--- src/rtl/ared_pkg.sv ---
// Shared types and constants for the adaptive Rice delta encoder.
// No dependencies; used by every module under rtl.
package ared_pkg;

   localparam int WORD_BITS_DEF   = 64;
   localparam int CHANNELS_DEF    = 3;
   localparam int PACKED_W        = 64;
   localparam int SAMPLE_W        = 8;
   localparam int SYM_W           = 9;
   localparam int ERR_W           = 9;
   localparam int K_W             = 4;
   localparam int LEN_W           = 4;
   localparam int ROW_PIX_W       = 16;
   localparam int ROW_POS_W       = 18;
   localparam int MAX_RESULTS     = 10;
   localparam int CNT_W           = $clog2(MAX_RESULTS + 1);
   localparam logic [ROW_PIX_W-1:0] ROW_PIXELS_RESET = 16'd640;

   typedef struct packed {
      logic [SAMPLE_W-1:0] sample;
      logic                end_of_image;
   } req_type;

   typedef struct packed {
      logic [PACKED_W-1:0] packed_word;
      logic                last;
   } rsp_type;

   typedef enum logic [1:0] {
      ST_IDLE,
      ST_ZERO,
      ST_TAIL,
      ST_FINISH
   } state_type;

   typedef enum logic [2:0] {
      PK_HOLD,
      PK_LOAD,
      PK_ZERO,
      PK_TAIL,
      PK_CLEAR
   } pack_op_type;

   typedef struct packed {
      pack_op_type      op;
      logic [SYM_W-1:0] sym;
      logic [K_W-1:0]   k;
   } pack_ctl_type;

   typedef struct packed {
      logic free_zero;
      logic zeros_done;
      logic tail_fits;
   } pack_sts_type;

endpackage

--- src/rtl/ared_ctx.sv ---
// Prediction context: previous sample, error estimate and row position.
// Forms the zigzag symbol and Rice parameter; depends on ared_pkg.
module ared_ctx #(
   parameter int CHANNELS = ared_pkg::CHANNELS_DEF
) (
   input  logic                               clock,
   input  logic                               reset,
   input  logic                               load,
   input  logic [ared_pkg::SAMPLE_W-1:0]      sample,
   input  logic                               eoi,
   input  logic [ared_pkg::ROW_PIX_W-1:0]     row_pixels,
   output logic [ared_pkg::SYM_W-1:0]         sym,
   output logic [ared_pkg::K_W-1:0]           k
);

   localparam int RW = ared_pkg::ROW_POS_W;

   logic [ared_pkg::SAMPLE_W-1:0]  prev_ff, prev_in;
   logic [ared_pkg::ERR_W-1:0]     err_ff, err_in;
   logic [RW-1:0]                  pos_ff, pos_in;

   logic [ared_pkg::SAMPLE_W:0]    resid;
   logic [ared_pkg::SYM_W-1:0]     dbl;
   logic [ared_pkg::ERR_W:0]       err_p1;
   logic [11:0]                    err_sum;
   logic [RW-1:0]                  pos_next;
   logic [RW-1:0]                  row_limit;

   // index of the highest set bit
   function automatic logic [ared_pkg::K_W-1:0] msb_index(input logic [ared_pkg::ERR_W:0] v);
      logic [ared_pkg::K_W-1:0] r;
      r = '0;
      for (int i = 1; i <= ared_pkg::ERR_W; i++) begin
         if (v[i]) begin
            r = ared_pkg::K_W'(i);
         end
      end
      return r;
   endfunction

   always_comb begin
      resid     = {1'b0, sample} - {1'b0, prev_ff};
      dbl       = {resid[ared_pkg::SAMPLE_W-1:0], 1'b0};
      sym       = resid[ared_pkg::SAMPLE_W] ? ~dbl : dbl;
      err_p1    = {1'b0, err_ff} + 1'b1;
      k         = msb_index(err_p1);
      err_sum   = (12'(err_ff) << 1) + 12'(err_ff) + 12'(sym);
      pos_next  = pos_ff + 1'b1;
      row_limit = RW'(row_pixels) * RW'(CHANNELS);

      prev_in = prev_ff;
      err_in  = err_ff;
      pos_in  = pos_ff;
      if (load) begin
         if (eoi || (pos_next >= row_limit)) begin
            prev_in = '0;
            err_in  = '0;
            pos_in  = '0;
         end else begin
            prev_in = sample;
            err_in  = err_sum[ared_pkg::ERR_W+1:2];
            pos_in  = pos_next;
         end
      end
   end

   always_ff @(posedge clock) begin
      if (reset) begin
         prev_ff <= '0;
         err_ff  <= '0;
         pos_ff  <= '0;
      end else begin
         prev_ff <= prev_in;
         err_ff  <= err_in;
         pos_ff  <= pos_in;
      end
   end

endmodule

--- src/rtl/ared_pack.sv ---
// Bit packer: the shared shift/merge unit that lays code bits into the cache word.
// Places a run of zeros or a slice of the stop+suffix field per step; depends on ared_pkg.
module ared_pack #(
   parameter int WORD_BITS = ared_pkg::WORD_BITS_DEF
) (
   input  logic                   clock,
   input  logic                   reset,
   input  ared_pkg::pack_ctl_type ctl,
   output ared_pkg::pack_sts_type sts,
   output logic [WORD_BITS-1:0]   word
);

   localparam int FREE_W = $clog2(WORD_BITS + 1);
   localparam int SW     = ared_pkg::SYM_W;
   localparam int LW     = ared_pkg::LEN_W;
   localparam int CMP_W  = (FREE_W > SW) ? FREE_W : SW;

   logic [WORD_BITS-1:0] cache_ff, cache_in;
   logic [FREE_W-1:0]    free_ff, free_in;
   logic [SW-1:0]        zrem_ff, zrem_in;
   logic [SW-1:0]        tval_ff, tval_in;
   logic [LW-1:0]        tlen_ff, tlen_in;

   logic [CMP_W-1:0]     free_ext, zrem_ext, tlen_ext, zstep;
   logic [LW-1:0]        spill;

   function automatic logic [SW-1:0] low_mask(input logic [LW-1:0] n);
      logic [SW:0] bit_n;
      bit_n = (SW + 1)'(1) << n;
      return SW'(bit_n - 1'b1);
   endfunction

   always_comb begin
      free_ext = CMP_W'(free_ff);
      zrem_ext = CMP_W'(zrem_ff);
      tlen_ext = CMP_W'(tlen_ff);
      zstep    = (zrem_ext < free_ext) ? zrem_ext : free_ext;
      spill    = tlen_ff - LW'(free_ff);

      sts.free_zero  = (free_ff == '0);
      sts.zeros_done = (zrem_ff == '0);
      sts.tail_fits  = (tlen_ext <= free_ext);

      cache_in = cache_ff;
      free_in  = free_ff;
      zrem_in  = zrem_ff;
      tval_in  = tval_ff;
      tlen_in  = tlen_ff;

      case (ctl.op)
         ared_pkg::PK_LOAD: begin
            zrem_in = ctl.sym >> ctl.k;
            tlen_in = LW'(ctl.k) + 1'b1;
            tval_in = (ctl.sym & low_mask(LW'(ctl.k))) | (SW'(1) << ctl.k);
         end
         ared_pkg::PK_ZERO: begin
            free_in = free_ff - FREE_W'(zstep);
            zrem_in = zrem_ff - SW'(zstep);
         end
         ared_pkg::PK_TAIL: begin
            if (sts.tail_fits) begin
               cache_in = cache_ff
                        | (WORD_BITS'(tval_ff) << (free_ff - FREE_W'(tlen_ff)));
               free_in  = free_ff - FREE_W'(tlen_ff);
               tlen_in  = '0;
            end else begin
               // word ends inside the field: top bits now, the rest next word
               cache_in = cache_ff | WORD_BITS'(tval_ff >> spill);
               tval_in  = tval_ff & low_mask(spill);
               tlen_in  = spill;
               free_in  = '0;
            end
         end
         ared_pkg::PK_CLEAR: begin
            cache_in = '0;
            free_in  = FREE_W'(WORD_BITS);
         end
         default: begin
         end
      endcase
   end

   always_ff @(posedge clock) begin
      if (reset) begin
         cache_ff <= '0;
         free_ff  <= FREE_W'(WORD_BITS);
      end else begin
         cache_ff <= cache_in;
         free_ff  <= free_in;
      end
   end

   always_ff @(posedge clock) begin
      zrem_ff <= zrem_in;
      tval_ff <= tval_in;
      tlen_ff <= tlen_in;
   end

   assign word = cache_ff;

endmodule

--- src/rtl/adaptive_rice_delta_encoder.sv ---
// Adaptive Rice delta encoder, top level: sequencer, output register, row length CSR.
// Depends on ared_pkg, ared_ctx and ared_pack.
//
// Usage:
//   req_*  : one sample byte per word (req_data.sample) with end_of_image on
//            the final byte of an image. req_ready is high only while idle
//            and out of reset.
//   rsp_*  : 64-bit code words, first code bit in bit WORD_BITS-1; rsp_data.last
//            marks the flushed final word of an image (unused bits zero).
//   csr_*  : row_pixels write port, ready whenever out of reset; write only
//            while idle.
// Sequence: a sample is accepted and loaded in idle, then the packer places
//   its run of zeros in steps of at most the free space of the current word and
//   closes the run; it then places the stop bit and suffix, split across a
//   word boundary when needed, emits each full word before placing more bits
//   and closes the sample before idle takes the next one. The shared packer
//   places at most one word's worth of bits per cycle while not held by a full word.
// Reset: cache empty, prediction and error estimate zero, row_pixels = 640.
// Stall: a full word waits in the packer while the output register is held;
//   coding of the sample resumes when rsp_ready takes the previous word.
module adaptive_rice_delta_encoder #(
   parameter int WORD_BITS = ared_pkg::WORD_BITS_DEF,
   parameter int CHANNELS  = ared_pkg::CHANNELS_DEF
) (
   input  logic                           clock,
   input  logic                           reset,
   input  logic                           req_valid,
   output logic                           req_ready,
   input  ared_pkg::req_type              req_data,
   output logic                           rsp_valid,
   input  logic                           rsp_ready,
   output ared_pkg::rsp_type              rsp_data,
   input  logic                           csr_valid,
   output logic                           csr_ready,
   input  logic [ared_pkg::ROW_PIX_W-1:0] csr_data
);

   localparam int CW = ared_pkg::CNT_W;

   ared_pkg::state_type               state_ff, state_in;
   logic                              eoi_ff, eoi_in;
   logic [CW-1:0]                     cnt_ff, cnt_in;
   logic                              rsp_valid_ff, rsp_valid_in;
   ared_pkg::rsp_type                 rsp_data_ff, rsp_data_in;
   logic [ared_pkg::ROW_PIX_W-1:0]    row_pixels_ff;

   logic                              accept;
   logic                              slot_free, drop, emit_go;
   logic [ared_pkg::SYM_W-1:0]        sym;
   logic [ared_pkg::K_W-1:0]          k;
   ared_pkg::pack_ctl_type            pk_ctl;
   ared_pkg::pack_sts_type            pk_sts;
   logic [WORD_BITS-1:0]              word;

   assign req_ready = !reset && (state_ff == ared_pkg::ST_IDLE);
   assign accept    = req_valid && req_ready;
   assign csr_ready = !reset;
   assign rsp_valid = rsp_valid_ff;
   assign rsp_data  = rsp_data_ff;

   ared_ctx #(
      .CHANNELS (CHANNELS)
   ) u_ctx (
      .clock      (clock),
      .reset      (reset),
      .load       (accept),
      .sample     (req_data.sample),
      .eoi        (req_data.end_of_image),
      .row_pixels (row_pixels_ff),
      .sym        (sym),
      .k          (k)
   );

   ared_pack #(
      .WORD_BITS (WORD_BITS)
   ) u_pack (
      .clock (clock),
      .reset (reset),
      .ctl   (pk_ctl),
      .sts   (pk_sts),
      .word  (word)
   );

   always_comb begin
      slot_free = !rsp_valid_ff || rsp_ready;
      drop      = (cnt_ff >= CW'(ared_pkg::MAX_RESULTS));
      emit_go   = drop || slot_free;

      state_in     = state_ff;
      eoi_in       = eoi_ff;
      cnt_in       = cnt_ff;
      rsp_valid_in = rsp_valid_ff && !rsp_ready;
      rsp_data_in  = rsp_data_ff;
      pk_ctl.op    = ared_pkg::PK_HOLD;
      pk_ctl.sym   = sym;
      pk_ctl.k     = k;

      case (state_ff)
         ared_pkg::ST_IDLE: begin
            if (accept) begin
               pk_ctl.op = ared_pkg::PK_LOAD;
               eoi_in    = req_data.end_of_image;
               cnt_in    = '0;
               state_in  = ared_pkg::ST_ZERO;
            end
         end
         ared_pkg::ST_ZERO: begin
            if (!pk_sts.free_zero) begin
               if (pk_sts.zeros_done) begin
                  state_in = ared_pkg::ST_TAIL;
               end else begin
                  pk_ctl.op = ared_pkg::PK_ZERO;
               end
            end
         end
         ared_pkg::ST_TAIL: begin
            if (!pk_sts.free_zero) begin
               pk_ctl.op = ared_pkg::PK_TAIL;
               if (pk_sts.tail_fits) begin
                  state_in = ared_pkg::ST_FINISH;
               end
            end
         end
         ared_pkg::ST_FINISH: begin
            if (!pk_sts.free_zero) begin
               if (!eoi_ff) begin
                  state_in = ared_pkg::ST_IDLE;
               end else if (emit_go) begin
                  // flush the partial word, marked last
                  pk_ctl.op = ared_pkg::PK_CLEAR;
                  state_in  = ared_pkg::ST_IDLE;
                  if (!drop) begin
                     rsp_valid_in             = 1'b1;
                     rsp_data_in.packed_word  = ared_pkg::PACKED_W'(word);
                     rsp_data_in.last         = 1'b1;
                     cnt_in                   = cnt_ff + 1'b1;
                  end
               end
            end
         end
         default: begin
            state_in = ared_pkg::ST_IDLE;
         end
      endcase

      // full word: emit before placing any more bits
      if ((state_ff != ared_pkg::ST_IDLE) && pk_sts.free_zero && emit_go) begin
         pk_ctl.op = ared_pkg::PK_CLEAR;
         if (!drop) begin
            rsp_valid_in            = 1'b1;
            rsp_data_in.packed_word = ared_pkg::PACKED_W'(word);
            rsp_data_in.last        = 1'b0;
            cnt_in                  = cnt_ff + 1'b1;
         end
      end
   end

   always_ff @(posedge clock) begin
      if (reset) begin
         state_ff      <= ared_pkg::ST_IDLE;
         cnt_ff        <= '0;
         rsp_valid_ff  <= 1'b0;
         row_pixels_ff <= ared_pkg::ROW_PIXELS_RESET;
      end else begin
         state_ff     <= state_in;
         cnt_ff       <= cnt_in;
         rsp_valid_ff <= rsp_valid_in;
         if (csr_valid && csr_ready) begin
            row_pixels_ff <= csr_data;
         end
      end
   end

   always_ff @(posedge clock) begin
      eoi_ff      <= eoi_in;
      rsp_data_ff <= rsp_data_in;
   end

endmodule
--- config.mk ---
export PLATFORM = sky130hd
export DESIGN_NAME = adaptive_rice_delta_encoder
export DESIGN_NICKNAME = d
export VERILOG_FILES = /design/src/rtl/ared_pkg.sv /design/src/rtl/ared_ctx.sv /design/src/rtl/ared_pack.sv /design/src/rtl/adaptive_rice_delta_encoder.sv
export SDC_FILE = /design/constraint.sdc
export NUM_CORES = 1
export LEC_CHECK = 0
export BUFFER_PORTS_ARGS = -buffer_cell sky130_fd_sc_hd__buf_2
export CAP_MARGIN = 40
export CORE_MARGIN = 5
export CORE_UTILIZATION = 55
export DETAILED_ROUTE_END_ITERATION = 6
export PLACE_DENSITY = 0.87
export SYNTH_ARGS = -nofsm -noshare
export SYNTH_HDL_FRONTEND = slang
export SYNTH_SLANG_ARGS = --single-unit
export TNS_END_PERCENT = 10
--- constraint.sdc ---
create_clock -name clock -period 4.9 [get_ports clock]
set_input_delay 0.98 -clock clock [delete_from_list [all_inputs] [get_ports clock]]
set_output_delay 0.98 -clock clock [all_outputs]
set_load 0.01 [all_outputs]
==> flow_summary_export.csv <==
group,metric,value,unit
global_route,grt_pass1_vias,10799,
sta,fmax,216,MHz
worst_setup_path,slowest_stage,"fa_1",
clock_network,clk_latency,0.52,ns
place,place_area,0.0140,mm²
clock_network,clockBufferDepth,3,
power_and_ir_drop,ir_drop,0.358,mV
worst_setup_path,rr_endpoint,"u_ctx.err_ff[2]$_SDFFE_PP0P_",
power_and_ir_drop,p_sw_share,45.9,%
route,ant_nets,0,
sta,period_minus_slack,4.63,ns
clock_network,postCtsResizedCells,0,
sta,tns,0,ns
power_and_ir_drop,power_density,621,mW/mm²
outcome,status,"finished, final reports clean",
worst_setup_path,cp_slowest_stage_delay,0.40,ns
min_path,holdCritPathClass,"reg2reg",
die,die_y,164,µm
synth,synth_top_area_share,29.7,%
place,pre_cts_slack,-0.130,ns
clock_network,numCtsBuffers,24,
worst_setup_path,r2r_cells,20,
route,num_vias,11139,
die,initial_utilization,55.8,%
worst_setup_path,crit_arrival,5.05,ns
route,dr.max_layer_used,"met4",
worst_setup_path,r2r-start,"row_pixels_ff[1]$_SDFFE_PP0P_",
synth,ys_seq_area_share,35.0,%
worst_setup_path,start_kind,"register",
worst_setup_path,crit_cells,20,
sta,rsz0062_at_grt,"false",
power_and_ir_drop,seqPwrFrac,24.2,%
final_layout,final_common_cell,"dfxtp_1",
worst_setup_path,path_max_fanout,30,
worst_setup_path,rrSetupSlack,0.27,ns
sta,hold_viol_final,0,
worst_setup_path,path_cells,"ha_1 > fa_1 > a21o_1 > a21oi_1 > o31ai_1 > o41ai_1 > buf_4 > o211ai_1 > o21ai_0 > nand2b_1 > xor2_1 > ha_1 > nand2_1 > or2_2 > nor4_1 > o31ai_1 > and2_1 > buf_12 > and3b_1 > o21a_1",
route,routedLengthMet1,13.2,mm
worst_setup_path,cp-startpoint,"row_pixels_ff[1]$_SDFFE_PP0P_",
synth,syn_area_per_cell,8.85,µm²
final_layout,diodes,0,
route,dr.pass1.iters,5,
final_layout,multi_input_area,0.00798,mm²
worst_setup_path,worstSetupPathType,"reg2reg",
clock_network,h-tree-depth,1,
synth,ys.flop_type,"dfxtp_1",
synth,synth_area,0.0131,mm²
power_and_ir_drop,clkPwrFrac,18.6,%
route,avgRoutedWirePerCell,16.5,µm
power_and_ir_drop,p_leak,6.53,nW
place,port_buffers,97,
die,dieWidth,164,µm
route,wl_met2,15.3,mm
place,dp_hpwl,23.1,mm
power_and_ir_drop,p_int,0.00495,W
sta,finalCritPeriodShare,94.6,%
route,avgViaCountPerCell,5.84,
synth,netlist-cell-type-count,80,
synth,yosys_warnings,0,
power_and_ir_drop,switchingPower,0.00421,W
worst_setup_path,crit_end,"u_ctx.err_ff[2]$_SDFFE_PP0P_",
final_layout,seq_area,0.00457,mm²
global_route,grt.overflow.total,0,
synth,synth.net_count,1622,
worst_setup_path,crit_required,5.31,ns
sta,worst_slack,0.266,ns
synth,synth_edf_count,23,
sta,hold-worst-slack,0.455,ns
route,drtIter0Drc,801,
global_route,grt_pass1_wl,50.9,mm
clock_network,cts-root-buf,"clkbuf_16",
global_route,grt_start_max_net_pins,65,
synth,synthTopCellsByArea,"dfxtp_1 (30%), ha_1 (9.6%), mux2_2 (6.1%)",
sta,setup_violations,0,
final_layout,fin_nets,1714,
die,rows,56,
clock_network,hold_buffers,0,
sta,finClkSkew,0.0104,ns
clock_network,clkTransAtPathRegs,0.06,ns
route,drt-total-wl,31.4,mm
synth,synth_top_cell_by_area,"dfxtp_1",
power_and_ir_drop,power.share.combinational,57.3,%
clock_network,cts_tree,"done",
clock_network,cts.sinks,217,
sta,worst_pin_slew,0.853,ns
route,dr_wl_met3,1.78,mm
sta,maxSlewHeadroom,42.7,%
worst_setup_path,crit_family,"compound AO/OA/AOI/OAI gates",
place,gp_congestion,0.950,
die,dieArea,0.0269,mm²
final_layout,fin_area,0.0148,mm²
synth,synthCells,1477,
synth,async_reset_ff_share,0,%
global_route,antenna_found_initial,0,
worst_setup_path,crit_path_end_kind,"register",
run,cap_violations,0,
clock_network,cts_setup_buffers,0,
final_layout,drive_above_1_share,17.8,%
sta,slew_viol_final,0,
final_layout,n_fill_cell,1998,
worst_setup_path,cp_num_buf_inv,2,
die,coreArea,0.0234,mm²
final_layout,layout-area-overhead-vs-synth,12.9,%
synth,ys_ff_latch,217,
global_route,track_usage,22.5,%
die,ios,98,
route,drc,0,
final_layout,final_cell_mix,"dfxtp_1 (194), nor2_1 (163), nand2_1 (126)",
## power by group through the flow
stage / Sequential [W] / Clock, W / Combinational [W]
after floorplan: 0.00218 / 0 / 0.00392
after global placement: 0.00223 / 0 / 0.00492
after detailed placement: 0.00224 / 0 / 0.00511
after CTS: 0.00221 / 0.00173 / 0.00516
after global routing: 0.00224 / 0.00180 / 0.00575
final: 0.00221 / 0.00170 / 0.00524
## through the flow
step                instances  util (%)  total power, W
finish                   1906      63.1         0.00916
global route             1906      63.1         0.00978
CTS                      1906      63.1         0.00909
detailed placement       1862      59.9         0.00736
global placement         1858      59.7         0.00716
floorplan                1477         -         0.00610
## flip-flops by register name, summed over array words and instances (netlist names)
signal	count
u_ctx.prev_ff	8
eoi_ff	1
cnt_ff	4
rsp_valid	1
rsp_data	65
u_ctx.pos_ff	18
u_pack.word	64
u_pack.tval_ff	9
state_ff	2
u_pack.free_ff	7
u_pack.tlen_ff	4
u_pack.zrem_ext	9
row_pixels_ff	16
u_ctx.err_ff	9
## cell usage after synthesis (all sizes together) (5+ instances only)
master,instances
a211oi,8
a21o,28
a21oi,123
a221oi,9
a22oi,33
a311oi,5
a31oi,11
and2,11
and3,11
buf,26
clkbuf,44
clkinv,5
dfxtp,194
edfxtp,23
fa,15
ha,100
inv,63
mux2,71
mux2i,47
nand2,128
nand2b,12
nand3,38
nand4,13
nor2,163
nor2b,14
nor3,27
nor4,5
o211ai,8
o21ai,72
o21bai,6
o22ai,7
o31ai,13
or2,7
or3,8
xnor2,42
xor2,33
## cell type report
cell class                      count  share of cell area, %
Multi-Input combinational cell   1122                   54.1
Sequential cell                   217                   31.0
Timing Repair Buffer              136                   5.47
Clock buffer                       29                   4.26
Tap cell                          319                   2.70
Inverter                           68                   1.73
Clock inverter                     15                  0.763
## worst min-delay path by stage
stage          depth (start not counted)                            to                          from  slack [ns]
6_report                               2  u_pack.word[35]$_SDFFE_PP0N_  u_pack.word[35]$_SDFFE_PP0N_        0.45
5_1_grt                                2  u_pack.word[35]$_SDFFE_PP0N_  u_pack.word[35]$_SDFFE_PP0N_        0.48
4_1_cts                                2  u_pack.word[35]$_SDFFE_PP0N_  u_pack.word[35]$_SDFFE_PP0N_        0.46
3_5_place_dp                           2  u_pack.word[35]$_SDFFE_PP0N_  u_pack.word[35]$_SDFFE_PP0N_        0.44
3_3_place_gp                           2  u_pack.word[28]$_SDFFE_PP0N_  u_pack.word[28]$_SDFFE_PP0N_        0.43
2_1_floorplan                          2  u_pack.word[14]$_SDFFE_PP0N_  u_pack.word[14]$_SDFFE_PP0N_        0.42
## metal layers
metal  GRT usage, %  vias to the layer above
met4           8.54                        0
met1           27.6                     5233
met5              0                        -
li1               -                     5462
met3           2.76                       83
met2           40.1                      361
## worst min-delay path, stage by stage (launching register included)
cell,delay (ns)
dfxtp_1,0.32
nand2_1,0.06
o21ai_2,0.05
## kinds of logic (layout without fill, tap and decap cells)
logic type | after synthesis | count (layout) | share of synthesized area (%)
xor gates and xnor gates | 75 | 75 | 5.03
DFF | 217 | 217 | 35.0
AOI/OAI and AO/OA | 360 | 360 | 18.0
and+or+nand+nor | 453 | 453 | 16.0
muxes | 119 | 119 | 9.89
buffers and inverters | 138 | 248 | 4.21
adders and majority gates | 115 | 115 | 11.9
(Power assumes the default switching activity.)
